**config.mk**
```make
export PLATFORM = sky130hd
export DESIGN_NAME = ntof_fifo
export DESIGN_NICKNAME = d
export VERILOG_FILES = /design/src/rtl/core/ntof_pkg.sv /design/src/rtl/core/ntof_fifo.sv
export SDC_FILE = /design/constraint.sdc
export NUM_CORES = 1
export LEC_CHECK = 0
export ABC_CLOCK_PERIOD_IN_PS = 24000
export BUFFER_PORTS_ARGS = -buffer_cell sky130_fd_sc_hd__buf_2
export CAP_MARGIN = 25
export CORE_MARGIN = 4
export CORE_UTILIZATION = 34
export DETAILED_ROUTE_END_ITERATION = 8
export GPL_TIMING_DRIVEN = 0
export SLEW_MARGIN = 40
export SYNTH_ARGS = -nofsm -noshare
export SYNTH_HDL_FRONTEND = slang
export SYNTH_SLANG_ARGS = --single-unit
```
**constraint.sdc**
```tcl
create_clock -name clk -period 24 [get_ports clk]
set_input_delay 3.6 -clock clk [delete_from_list [all_inputs] [get_ports clk]]
set_output_delay 3.6 -clock clk [all_outputs]
set_load 0.02 [all_outputs]
```
**src/rtl/core/ntof_pkg.sv**
```systemverilog
// shared types, codes and constants of the neutron tof event transform
package ntof_pkg;

  // table depth and index width
  localparam int PIXELS = 16384;
  localparam int PIX_AW = $clog2(PIXELS);

  // request queue between front and back
  localparam int QDEPTH = 8;
  localparam int QAW    = $clog2(QDEPTH);

  // operation codes of an input request
  localparam logic [1:0] OP_EVENT = 2'd0;
  localparam logic [1:0] OP_WR_T0 = 2'd1;
  localparam logic [1:0] OP_WR_T1 = 2'd2;

  // transform modes
  localparam logic [1:0] MODE_STATIC  = 2'd0;
  localparam logic [1:0] MODE_DYNAMIC = 2'd1;
  localparam logic [1:0] MODE_ENERGY  = 2'd2;

  // status codes
  localparam logic [2:0] ST_OK      = 3'd0;
  localparam logic [2:0] ST_PIXEL   = 3'd1;
  localparam logic [2:0] ST_ENTRY   = 3'd2;
  localparam logic [2:0] ST_TOFZERO = 3'd3;
  localparam logic [2:0] ST_DIVSAT  = 3'd4;

  // register indexes on the config port
  localparam logic [2:0] REG_MODE  = 3'd0;
  localparam logic [2:0] REG_L1    = 3'd1;
  localparam logic [2:0] REG_TICK  = 3'd2;
  localparam logic [2:0] REG_SIZE0 = 3'd3;
  localparam logic [2:0] REG_SIZE1 = 3'd4;

  // queue entry kinds
  localparam logic [1:0] KIND_DONE   = 2'd0;
  localparam logic [1:0] KIND_STATIC = 2'd1;
  localparam logic [1:0] KIND_ENERGY = 2'd2;

  // 0.5*Mn/e scaled to meV*ns^2/m^2
  localparam logic [42:0] NEUTRON_K  = 43'd5227120520000;
  localparam logic [63:0] RESULT_MAX = 64'h0000_7FFF_FFFF_FFFF;

  typedef struct packed {
    logic [1:0]  operation;
    logic [13:0] pixel_id;
    logic [31:0] tof;
    logic [31:0] table_value;
  } in_t;

  typedef struct packed {
    logic signed [47:0] result_value;
    logic [2:0]         status;
  } out_t;

  typedef struct packed {
    logic [1:0]  mode;
    logic [31:0] l1;
    logic [19:0] tick;
    logic [14:0] size0;
    logic [14:0] size1;
  } cfg_t;

  // word holds the static product or the tof in ns
  typedef struct packed {
    logic [1:0]  kind;
    logic [2:0]  status;
    logic [63:0] word;
    logic [31:0] ef;
    logic [31:0] l2;
  } q_entry_t;

endpackage

```
**src/rtl/core/ntof_fifo.sv**
```systemverilog
// short request queue between front and back
module ntof_fifo (
  input  logic               clk,
  input  logic               rst_n,
  input  logic               push,
  input  ntof_pkg::q_entry_t din,
  input  logic               pop,
  output ntof_pkg::q_entry_t dout,
  output logic               empty,
  output logic [ntof_pkg::QAW:0] count
);
  import ntof_pkg::*;

  localparam logic [QAW:0] FULL_C = QDEPTH[QAW:0];

  q_entry_t       q_r [QDEPTH];
  logic [QAW-1:0] wp_r;
  logic [QAW-1:0] rp_r;
  logic [QAW:0]   cnt_r;

  // entry storage
  always_ff @(posedge clk) begin
    if (push) begin
      q_r[wp_r] <= din;
    end
  end

  // pointers and fill count
  always_ff @(posedge clk) begin
    if (!rst_n) begin
      wp_r  <= '0;
      rp_r  <= '0;
      cnt_r <= '0;
    end else begin
      if (push) wp_r <= wp_r + 1'b1;
      if (pop)  rp_r <= rp_r + 1'b1;
      cnt_r <= cnt_r + {{QAW{1'b0}}, push} - {{QAW{1'b0}}, pop};
    end
  end

  assign dout  = q_r[rp_r];
  assign empty = cnt_r == '0;
  assign count = cnt_r;

  // no overflow
  a_no_overflow: assert property (@(posedge clk) disable iff (!rst_n)
    (cnt_r == FULL_C) |-> (!push || pop))
    else $error("request queue overflow");

endmodule

```
==> summary.txt, run 1 <==
Status
  – Status: completed

Final layout
  – Layout cell share with drive strength beyond 1: 46.4%
  – Commonest non-fill, non-tap cell in the layout: edfxtp_1
  – Layout area overhead: 22.2%
  – Nets: 2,267
  – Commonest cells after routing, fill and taps aside: edfxtp_1 (1,064), buf_2 (310), mux4_2 (266)
  – Final instance area: 49,600 um2
  – Post-Layout Cell Count: 3,763

Power
  – Peak supply drop: 0.0725 mV
  – Sw frac: 22.6%
  – Clock power share: between 40% and 50%
  – PwrDens: 85.4 nW/um2
  – Logic pwr share: 9.4%
  – Internal power: between 0.003 and 0.004 W
  – Seq pwr share: 50.3%
  – Leak: between 15 and 20 nW
  – Sw power: 0.000959 W

Clock tree
  – Htree depth: 3
  – Num CTS Buffers: 111
  – Clk_lat worst skew: 720 ps
  – Post-CTS sizing: 0
  – Clock Sink Count: between 1,000 and 1,500
  – Post-CTS Setup Repair Bufs: 0
  – Clk buf depth: 3
  – Hold_buf cts: 0
  – Clock Tree Root: clkbuf_16
  – Worst-path clk slew: 60 ps
  – CTS tree: done

Detailed routing
  – Top Layer Used: met5
  – Pre-antenna DRT Iters: 5
  – Routed vias/inst: between 4 and 5
  – DR iter-0 viols: 1,609
  – Total routed wirelength: 95,000 um
  – Number of routed nets with antenna violations: 0
  – Met3 wire length: 6100 um
  – M1 wire length: 40,400 um
  – DRC: 0
  – Routed vias: 18,500
  – DR WL/cell: 25.3 um
  – Met2 wire length: 46,500 um

Yosys
  – Adder-Cell Fraction of Synth Area: less than 1%
  – Mux cell area share after synthesis: 18.5%
  – Top-area cell type share of the netlist area: 78.8%
  – #FFs+latches synth: around 1,100
  – Post-Syn Area per Cell: 25.3 um2
  – Netlist cell types: 23
  – Synth Area in Simple Gates: 0.358%
  – Post-synthesis sequential area ratio: 79.4%
  – Yosys warns: 0
  – Cells after synthesis: 1,605
  – Post-synth top area cell: edfxtp_1
  – Compound-gate portion of the synthesized area: 0.0308%
  – Syn Std Cell Area: just over 40,000 um2
  – Syn_nets: between 1,500 and 2,000
  – Synth Area in XOR/XNOR: 0.108%
  – Largest cells by area after synthesis: edfxtp_1 (79%), mux4_2 (15%), mux2_2 (3.7%)
  – Largest family of logic cells by synthesized area: multiplexers

Die
  – Chip width: 353 um
  – I/O Pins: 275
  – Initial core utilization: between 30% and 40%
  – DIE AREA: 125,000 um2
  – Rows: roughly 130
  – Die H: 353 um
  – Core area: approximately 120,000 um2

Placement
  – Post-DP Area: around 46,000 um2
  – GPL Wtd Cong: 0.723
  – Port buffer count: 274
  – Dpl hpwl: roughly 64,000 um
  – Placed Cells: approximately 3,500

STA
  – Unrepaired setup endpoints after global routing: false
  – Final Skew: just under 20 ps
  – Final Max Tran Viols: 0
  – Worst-margin pin slew: 833 ps
  – # setup viols final: 0
  – Max Clk Rate: 143 MHz
  – Final hold vios: 0
  – Final period util: 29.1%
  – Final Critical Period: between 6000 and 7000 ps
  – Max_slew headroom: around 44%

Global route
  – Largest net degree at the start of global routing: 17
  – GRT overflow: 0
  – Number of global-route vias before repair: 20,000
  – First-pass GRT wire length: between 100,000 and 150,000 um
  – Total Routing Usage GR: 15.3%
  – Initial antenna violation count: 19

Worst setup path
  – Reg2reg path depth: 9
  – Crit start category: flop
  – Max FO, Critical Path: 10
  – Flop2flop setup slack: 21,130 ps
  – CP Class: flop to primary output
  – Nature of the critical path endpoint: primary output
  – CP required: 20,400 ps
  – Critical Path AT: 3390 ps

Worst hold path
  – Min-delay worst type: flop to flop
  – Hold-critical path depth: 2

Job
  – Max cap viols: 0
## area by class of cell
class                   instances  area [um2]
inverters                       7        26.3
repair buffers                404        3320
diodes                         11        27.5
clock buffers                 128        2840
clock inverters                79         815
well taps                    1536        1920
fillers                     10100       68700
plain buffers                  76         515
flip-flops and latches       1077       32200
multi-input cells             445        7880
## cell families after synthesis
logic type,after synthesis
mux,402
compound gates,2
fa+ha+maj,8
simple gates,28
buf+inv,83
flops,1077
xor+xnor,5
## power by group through the flow
stage	clock [W]	combinational (W)	sequential, W
after floorplan	0	0.000237	0.00218
after global placement	0	0.000379	0.00220
after detailed placement	0	0.000406	0.00217
after CTS	0.00176	0.000408	0.00213
after global routing	0.00184	0.000428	0.00213
final	0.00171	0.000396	0.00213
## cell usage after synthesis
master,instances
nor2_1,6
nor3_1,2
a21o_1,1
and3_1,1
edfxtp_1,1064
buf_1,15
nand2b_1,4
ha_1,7
dfxtp_1,13
clkbuf_1,24
fa_1,1
nand2_1,5
mux2_2,133
buf_2,10
xor2_1,2
xnor2_1,3
mux2i_1,3
inv_1,7
nor2b_1,3
buf_6,27
and2_1,7
mux4_2,266
a21oi_1,1
## state kept, by name, summed over array words and instances (netlist names), named ones only
register,flops
count,4
wp_r,3
rp_r,3
q_r,1064
## worst max-delay path, cell delays in order (launching register included)
cell and delay (ps):
dfxtp_1 300, clkbuf_1 210, buf_2 530, clkbuf_1 680, mux4_2 400, mux2_2 320, buf_2 200
## worst paths after layout
path                                              to            startpoint
worst max-delay path                        dout[70]                  flop
worst min-delay path                            flop  rp_r[1]$_SDFFE_PN0P_
worst max register to register  q_r[0][93]$_DFFE_PP_  wp_r[2]$_SDFFE_PN0P_
worst min register to register                  flop  rp_r[1]$_SDFFE_PN0P_
## metrics by stage
stage                     worst slack (ps)  hold WS, ps  TNS, ps  util, %  total power, W
after floorplan                      10540          512        0        -         0.00242
after global placement               -1050          536  -269480     37.1         0.00257
after detailed placement             17590          555        0     38.8         0.00258
after CTS                            16760          564        0     41.9         0.00429
after global routing                 16740          598        0     41.9         0.00440
final                                17010          562        0     41.9         0.00423
## metal layers
layer | GRT usage (%) | vias to the layer above
met3 | 4.10 | 129
met1 | 20.5 | 9978
met2 | 24.9 | 460
li1 | - | 7968
met5 | 0 | -
met4 | 4.10 | 14
(Power assumes the default switching activity.)
==> run 2, diff against run 1 <==
--- a/config.mk
+++ b/config.mk
@@ -5,7 +5,8 @@
 export SDC_FILE = /design/constraint.sdc
 export NUM_CORES = 1
 export LEC_CHECK = 0
-export ABC_CLOCK_PERIOD_IN_PS = 24000
+export ABC_AREA = 1
+export ABC_CLOCK_PERIOD_IN_PS = 6600
 export BUFFER_PORTS_ARGS = -buffer_cell sky130_fd_sc_hd__buf_2
 export CAP_MARGIN = 25
 export CORE_MARGIN = 4
==> constraint.sdc (replaced) <==
create_clock -name clk -period 6.6 [get_ports clk]
set_input_delay 0.99 -clock clk [delete_from_list [all_inputs] [get_ports clk]]
set_output_delay 0.99 -clock clk [all_outputs]
set_load 0.02 [all_outputs]
==> run 2 against run 1 <==
  * Core utilization shrank 0.91 points
  * Hold slack lost 64 ps
  * Synthesized cell count grew to 2.9 times the previous value
  * Register-to-register slack worse by 17000 ps
  * Synthesized area grew 15%
  * Total power rose to 3.8 times the previous value
  * Non-clock buffer count increased by 82
  * Clock-buffer cell count rose by 17
  * Critical endpoint is now dout[128]
==> summary.txt, run 2 <==
Status
  – Status: completed (unchanged)

Worst setup path
  – Critical Path AT: 3030 ps (was 3390 ps)
  – Most frequent CP cell: buf_2
  – Flop2flop setup slack: 3900 ps (was 21,130 ps)
  – Slowest stage delay, CP: 520 ps (was 680 ps)
  – CP required: 5610 ps (was 20,400 ps)
  – Crit path cell chain: buf_2, inv_2, clkbuf_2, buf_2, nand2_1, nand2_1, buf_2 (was clkbuf_1, buf_2, clkbuf_1, mux4_2, mux2_2, buf_2)
  – Slowest cell on crit path: clkbuf_2 (was clkbuf_1)
  – Crit start category: flop (unchanged)
  – Nature of the critical path endpoint: primary output (unchanged)
  – CP Class: flop to primary output (unchanged)
  – Max FO, Critical Path: 10 (unchanged)

Final layout
  – Layout cell share with drive strength beyond 1: 13.5% (was 46.4%)
  – Final instance area: 55,800 um2 (was 49,600 um2)
  – Layout area overhead: 19.3% (was 22.2%)
  – Nets: 5,295 (was 2,267)
  – Register area: 32,200 um2 (unchanged)
  – Top reg by flops: q_r (unchanged)
  – Commonest cells after routing, fill and taps aside: nand2_1 (1,742), inv_1 (1,079), edfxtp_1 (1,064) (was edfxtp_1 (1,064), buf_2 (310), mux4_2 (266))
  – Commonest non-fill, non-tap cell in the layout: nand2_1 (was edfxtp_1)
  – Largest register FFs: 1,064 (unchanged)
  – Fillers: 12,800 (was 10,100)
  – Multi-input logic area: 9510 um2 (was 7880 um2)

Die
  – DIE AREA: 143,000 um2 (was 125,000 um2)
  – Core area: 136,000 um2 (was 118,000 um2)
  – Initial core utilization: 34.4% (was 34.3%)
  – I/O Pins: 275 (unchanged)
  – Rows: 135 (was 126)
  – Die H: 379 um (was 353 um)
  – Chip width: 379 um (was 353 um)

Global route
  – GRT overflow: 0 (unchanged)
  – Initial antenna violation count: 43 (was 19)
  – Largest net degree at the start of global routing: 18 (was 17)
  – First-pass GRT wire length: 193,000 um (was 139,000 um)
  – Number of global-route vias before repair: 30,600 (was 20,000)
  – Total Routing Usage GR: 18.1% (was 15.3%)

Detailed routing
  – DR iter-0 viols: 2,879 (was 1,609)
  – Routed vias: 31,800 (was 18,500)
  – DRC: 0 (unchanged)
  – Total routed wirelength: 131,000 um (was 95,000 um)
  – Number of routed nets with antenna violations: 0 (unchanged)
  – Routed vias/inst: 4.52 (was 4.93)
  – DR WL/cell: 18.6 um (was 25.3 um)
  – Pre-antenna DRT Iters: 5 (unchanged)

STA
  – Final Max Tran Viols: 0 (unchanged)
  – Final Critical Period: 4020 ps
  – Final Skew: 27.8 ps (was 19.7 ps)
  – Worst-margin pin slew: 774 ps (was 833 ps)
  – Final period util: 60.9%
  – Final worst slack: 2580 ps (was 17,010 ps)
  – # setup viols final: 0 (unchanged)
  – Unrepaired setup endpoints after global routing: false (unchanged)
  – Max Clk Rate: 249 MHz
  – Final hold vios: 0 (unchanged)
  – Max_slew headroom: 48.4% (was 44.4%)

Clock tree
  – Hold_buf cts: 0 (unchanged)
  – Clk_lat worst skew: 740 ps (was 720 ps)
  – Worst-path clk slew: 60 ps (about the same)
  – Post-CTS Setup Repair Bufs: 0 (unchanged)
  – Clock Tree Root: clkbuf_16 (unchanged)
  – Num CTS Buffers: 114 (was 111)
  – CTS tree: done (unchanged)
  – Htree depth: 3 (unchanged)
  – Clk buf depth: 3 (unchanged)
  – Clock Sink Count: 1,077 (unchanged)
  – Post-CTS sizing: 0 (unchanged)

Power
  – Sw frac: 25.8% (was 22.6%)
  – Clock power share: 39.2% (was 40.3%)
  – Internal power: 0.0118 W (was 0.00327 W)
  – Seq pwr share: 48.3% (was 50.3%)
  – Logic pwr share: 12.5% (was 9.4%)
  – Leak: 25.6 nW (was 16.0 nW)
  – Sw power: 0.00413 W (was 0.000959 W)
  – Peak supply drop: 0.218 mV (was 0.0725 mV)
  – PwrDens: 286 nW/um2 (was 85.4 nW/um2)

Yosys
  – Top_reg_cell synth: edfxtp_1 (unchanged)
  – Netlist cell types: 17 (was 23)
  – #FFs+latches synth: 1,077 (unchanged)
  – Yosys warns: 0 (unchanged)
  – Count leader, synth: nand2_1 (was edfxtp_1)
  – Cells after synthesis: 4,677 (was 1,605)
  – EDFF count, synth: 1,064 (unchanged)
  – Top post-synthesis cells by count: nand2_1 (1,742), inv_1 (1,079), edfxtp_1 (1,064) (was edfxtp_1 (1,064), mux4_2 (266), mux2_2 (133))
  – Largest cells by area after synthesis: edfxtp_1 (68%), nand2_1 (14%), inv_1 (8.7%) (was edfxtp_1 (79%), mux4_2 (15%), mux2_2 (3.7%))
  – Post-synthesis sequential area ratio: 68.9% (was 79.4%)
  – FFs w/ async S/R, synth: 0% (unchanged)
  – Syn_nets: 4,822 (was 1,750)
  – Top-area cell type share of the netlist area: 68.4% (was 78.8%)
  – Post-synth top area cell: edfxtp_1 (unchanged)
  – Syn Std Cell Area: 46,700 um2 (was 40,600 um2)
  – Post-Syn Area per Cell: 9.99 um2 (was 25.3 um2)

Placement
  – GPL Wtd Cong: 0.771 (was 0.723)
  – Post-DP Area: 52,100 um2 (was 45,900 um2)
  – Dpl ws: 3040 ps (was 17,590 ps)
  – Port buffer count: 274 (unchanged)
  – Dpl hpwl: 89,000 um (was 64,100 um)

Worst hold path
  – Min-delay worst type: flop to flop (unchanged)

Job
  – Max cap viols: 0 (unchanged)
-- run 2: changes by cell type after synthesis, sizes merged, moves of 4 or more --
| cell | change |
|---|---|
| a21oi | +6 |
| and2 | -7 |
| buf | +138 |
| clkbuf | -9 |
| inv | +1075 |
| mux2 | -133 |
| mux4 | -266 |
| nand2 | +1737 |
| nand2b | -4 |
| nand3 | +534 |
| nor2 | +9 |
| o21ai | +4 |
-- run 2: area by class of cell --
cell class	count	share of cell area, %
Sequential cell	1077	57.8
Clock buffer	145	5.40
Inverter	1082	7.28
Tap cell	1781	4.00
Buffer	205	1.81
Antenna cell	23	0.103
Multi-Input combinational cell	2313	17.1
Timing Repair Buffer	357	5.48
Clock inverter	66	1.09
-- run 2: critical path: cells and delay by family, from the launching register on --
kind	cells	cell delay, ps
buffers and inverters	5	1680
DFF	1	300
and+or+nand+nor	2	310
-- run 2: metal layers --
| layer | vias up | GRT usage [%] | part of all wire [%] |
|---|---|---|---|
| met5 | - | 0 | 0.11 |
| met4 | 22 | 5.09 | 2.4 |
| met3 | 210 | 4.47 | 8.1 |
| met2 | 1013 | 30.0 | 47 |
| met1 | 15100 | 23.6 | 42 |
| li1 | 15500 | - | - |
-- run 2: through the flow --
step	cells	setup TNS (ps)	total power, W	hold WS [ps]	util [%]
2_1_floorplan	4677	-484620	0.00901	469	-
3_3_place_gp	6732	-4755680	0.00985	484	37.0
3_5_place_dp	6815	0	0.00988	494	38.3
4_1_cts	7026	0	0.0161	450	41.0
5_1_grt	7030	0	0.0166	477	41.0
6_report	7049	0	0.0160	498	41.0
-- run 2: cells by family after synthesis --
| kind of cell | Yosys count | synth area share [%] |
|---|---|---|
| XOR/XNOR | 1 | 0.0187 |
| adder cells (fa/ha/maj) | 8 | 0.230 |
| buffers and inverters | 1287 | 10.8 |
| AND/OR/NAND/NOR | 2293 | 19.9 |
| AO/OA/AOI/OAI | 11 | 0.118 |
| flip-flops | 1077 | 68.9 |
-- run 2: power groups by stage --
| stage | logic, W | clock network [W] | registers, W |
|---|---|---|---|
| after floorplan | 0.00111 | 0 | 0.00790 |
| after global placement | 0.00193 | 0 | 0.00792 |
| after detailed placement | 0.00202 | 0 | 0.00786 |
| after CTS | 0.00203 | 0.00637 | 0.00772 |
| after global routing | 0.00221 | 0.00667 | 0.00773 |
| final | 0.00200 | 0.00626 | 0.00772 |
-- run 2: final timing paths --
kind / from / end / depth (start not counted)
max: flop / dout[128] / 7
min reg2reg: wp_r[0]$_SDFFE_PN0P_ / wp_r[0]$_SDFFE_PN0P_ / 2
min: wp_r[0]$_SDFFE_PN0P_ / wp_r[0]$_SDFFE_PN0P_ / 2
max reg2reg: wp_r[0]$_SDFFE_PN0P_ / q_r[4][98]$_DFFE_PP_ / 7
==> run 3, diff against run 2 <==
--- a/config.mk
+++ b/config.mk
@@ -6,7 +6,7 @@
 export NUM_CORES = 1
 export LEC_CHECK = 0
 export ABC_AREA = 1
-export ABC_CLOCK_PERIOD_IN_PS = 6600
+export ABC_CLOCK_PERIOD_IN_PS = 3900
 export BUFFER_PORTS_ARGS = -buffer_cell sky130_fd_sc_hd__buf_2
 export CAP_MARGIN = 25
 export CORE_MARGIN = 4
==> constraint.sdc (replaced) <==
create_clock -name clk -period 3.9 [get_ports clk]
set_input_delay 0.585 -clock clk [delete_from_list [all_inputs] [get_ports clk]]
set_output_delay 0.585 -clock clk [all_outputs]
set_load 0.02 [all_outputs]
==> run 3 against run 2 <==
  * Final cell count down 0.26%
  * Final area about the same
  * Clock-buffer cell count down 5
  * Via count up 0.43%
  * Register-to-register slack worse by 2600 ps
  * Die area unchanged
  * Critical path depth unchanged
  * Sequential share of layout area about the same
  * Core utilization about the same
  * Worst setup slack worse by 2300 ps
  * First-iteration DRC count down 5.5%
  * Highest routed layer unchanged
==> summary.txt, run 3 (synthesized netlist as in run 2, its figures left out) <==
Placement
  – Post-DP Area: 52,300 um2 (was 52,100 um2)
  – GPL Wtd Cong: 0.759 (was 0.771)
  – Dpl hpwl: 89,000 um (about the same)
  – Placed Cells: 6,817 (was 6,815)
  – Port buffer count: 274 (unchanged)

Detailed routing
  – DR iter-0 viols: 2,720 (was 2,879)
  – DR WL/cell: 18.9 um (was 18.6 um)
  – Total routed wirelength: 133,000 um (was 131,000 um)
  – Routed vias/inst: 4.55 (was 4.52)
  – Number of routed nets with antenna violations: 0 (unchanged)
  – Pre-antenna DRT Iters: 6 (was 5)
  – DRC: 0 (unchanged)
  – Routed vias: 32,000 (was 31,800)

Clock tree
  – CTS tree: done (unchanged)
  – Clk_lat worst skew: 730 ps (was 740 ps)
  – Htree depth: 3 (unchanged)
  – Clock Sink Count: 1,077 (unchanged)
  – Post-CTS Setup Repair Bufs: 0 (unchanged)
  – Clk buf depth: 3 (unchanged)
  – Num CTS Buffers: 113 (was 114)
  – Worst-path clk slew: 60 ps (about the same)
  – Post-CTS sizing: 0 (unchanged)
  – Clock Tree Root: clkbuf_16 (unchanged)
  – Hold_buf cts: 0 (unchanged)

Status
  – Status: completed (unchanged)

STA
  – Final hold vios: 0 (unchanged)
  – Final Skew: 18.1 ps (was 27.8 ps)
  – Worst-margin pin slew: 752 ps (was 774 ps)
  – Final Critical Period: 3650 ps
  – Max_slew headroom: 49.8% (was 48.4%)
  – Final period util: 93.6%
  – Max Clk Rate: around 270 MHz
  – # setup viols final: 0 (unchanged)
  – Unrepaired setup endpoints after global routing: false (unchanged)
  – Final Max Tran Viols: 0 (unchanged)

Die
  – Core area: 136,000 um2 (unchanged)
  – Chip width: 379 um (unchanged)
  – Rows: 135 (unchanged)
  – DIE AREA: 143,000 um2 (unchanged)
  – I/O Pins: 275 (unchanged)
  – Initial core utilization: 34.4% (unchanged)
  – Die H: 379 um (unchanged)

Worst setup path
  – Most frequent CP cell: buf_2 (unchanged)
  – Crit path cell chain: buf_2, inv_2, clkbuf_2, buf_2, nand2_1, nand2_1, buf_2 (unchanged)
  – Delay-heaviest family, CP: buffers and inverters (unchanged)
  – CP bufs+invs: 5 (unchanged)
  – Slowest cell on crit path: clkbuf_2 (unchanged)
  – Max FO, Critical Path: 10 (unchanged)
  – CP required: 3310 ps (was 5610 ps)
  – Nature of the critical path endpoint: primary output (unchanged)
  – CP Class: flop to primary output (unchanged)
  – Crit start category: flop (unchanged)
  – Slowest stage delay, CP: 560 ps (was 520 ps)
  – Critical Path AT: 3060 ps (was 3030 ps)
  – RR Startpoint: wp_r[0]$_SDFFE_PN0P_ (unchanged)

Final layout
  – Commonest cells after routing, fill and taps aside: nand2_1 (1,742), inv_1 (1,079), edfxtp_1 (1,064) (unchanged)
  – Layout cell share with drive strength beyond 1: 13.5% (about the same)
  – Largest register FFs: 1,064 (unchanged)
  – Fillers: 12,900 (was 12,800)
  – Layout area overhead: 19.2% (was 19.3%)
  – Post-Layout Cell Count: 7,031 (was 7,049)
  – Top reg by flops: q_r (unchanged)
  – Nets: 5,296 (was 5,295)
  – Register area: 32,200 um2 (unchanged)
  – Final instance area: 55,700 um2 (was 55,800 um2)
  – Multi-input logic area: 9510 um2 (unchanged)
  – Commonest non-fill, non-tap cell in the layout: nand2_1 (unchanged)

Global route
  – GRT overflow: 0 (unchanged)
  – Initial antenna violation count: 47 (was 43)
  – GR Util met1: 23.9% (was 23.6%)
  – First-pass GRT wire length: 195,000 um (was 193,000 um)
  – Largest net degree at the start of global routing: 17 (was 18)
  – Number of global-route vias before repair: 30,900 (was 30,600)
  – GR met3 Demand/Resource: 4.86% (was 4.47%)
  – Most Crowded Layer GR: met2 (unchanged)
  – Total Routing Usage GR: 18.3% (was 18.1%)
  – GR Util met2: 30.1% (was 30.0%)

Power
  – Leak: 25.5 nW (was 25.6 nW)
  – Peak supply drop: 0.347 mV (was 0.218 mV)
  – Tot Pwr: 0.0266 W (was 0.0160 W)
  – PwrDens: 477 nW/um2 (was 286 nW/um2)

Worst hold path
  – Min-Delay Startpoint: din[25] (was wp_r[0]$_SDFFE_PN0P_)
  – Min-delay worst type: input port to flop (was flop to flop)

Job
  – Max cap viols: 0 (unchanged)
-- run 3: cell count changes in the layout (fill, tap and decap cells not counted), moves of 3 or more --
cell        change
buf_8          -11
clkbuf_1        -3
clkinv_1        -7
clkinvlp_4      +3
diode_2         -6
buf_16         +13
bufinv_16       -5
-- run 3: layer usage --
metal / share of wire (%) / vias up
met2: 46 / 1112
met4: 2.9 / 26
li1: - / 15500
met1: 42 / 15100
met3: 8.9 / 249
met5: 0.12 / -
-- run 3: path summary, 6_finish.rpt --
kind	to	depth (start not counted)	slack, ps
worst max register to register	q_r[0][92]$_DFFE_PP_	7	1350
worst min register to register	wp_r[0]$_SDFFE_PN0P_	2	500
worst min-delay path	q_r[5][25]$_DFFE_PP_	1	120
worst max-delay path	dout[131]	7	250
-- run 3: cell type report --
class                      instances  area share (%)
sequential                      1077            57.8
multi-input combinational       2313            17.1
inverter                        1082            7.29
timing repair buffer             359            5.83
clock buffer                     140            5.30
tap                             1781            4.00
buffer                           205            1.81
clock inverter                    57           0.813
antenna                           17          0.0764
-- run 3: power by group --
| part | switching, W | total (W) | internal (W) |
|---|---|---|---|
| sequential | 0.0000618 | 0.0131 | 0.0130 |
| combinational | 0.00246 | 0.00342 | 0.000957 |
| clock | 0.00444 | 0.0101 | 0.00566 |
| total | 0.00696 | 0.0266 | 0.0196 |
-- run 3: through the flow --
stage | utilization (%) | setup TNS (ps) | setup WS [ps] | hold slack [ps]
5_1_grt | 40.9 | 0 | 162 | 93.2
3_3_place_gp | 37.0 | -4533670 | -4830 | 482
6_report | 41.0 | 0 | 251 | 121
2_1_floorplan | - | -824540 | -977 | 469
3_5_place_dp | 38.4 | 0 | 885 | 495
4_1_cts | 40.9 | 0 | 209 | 67.2
-- run 3: worst register-to-register path, stage by stage, from the launching register on --
cell	delay [ps]
dfxtp_1	330
or2_2	410
nor2_4	470
buf_16	220
buf_8	200
buf_8	230
buf_16	190
buf_8	190
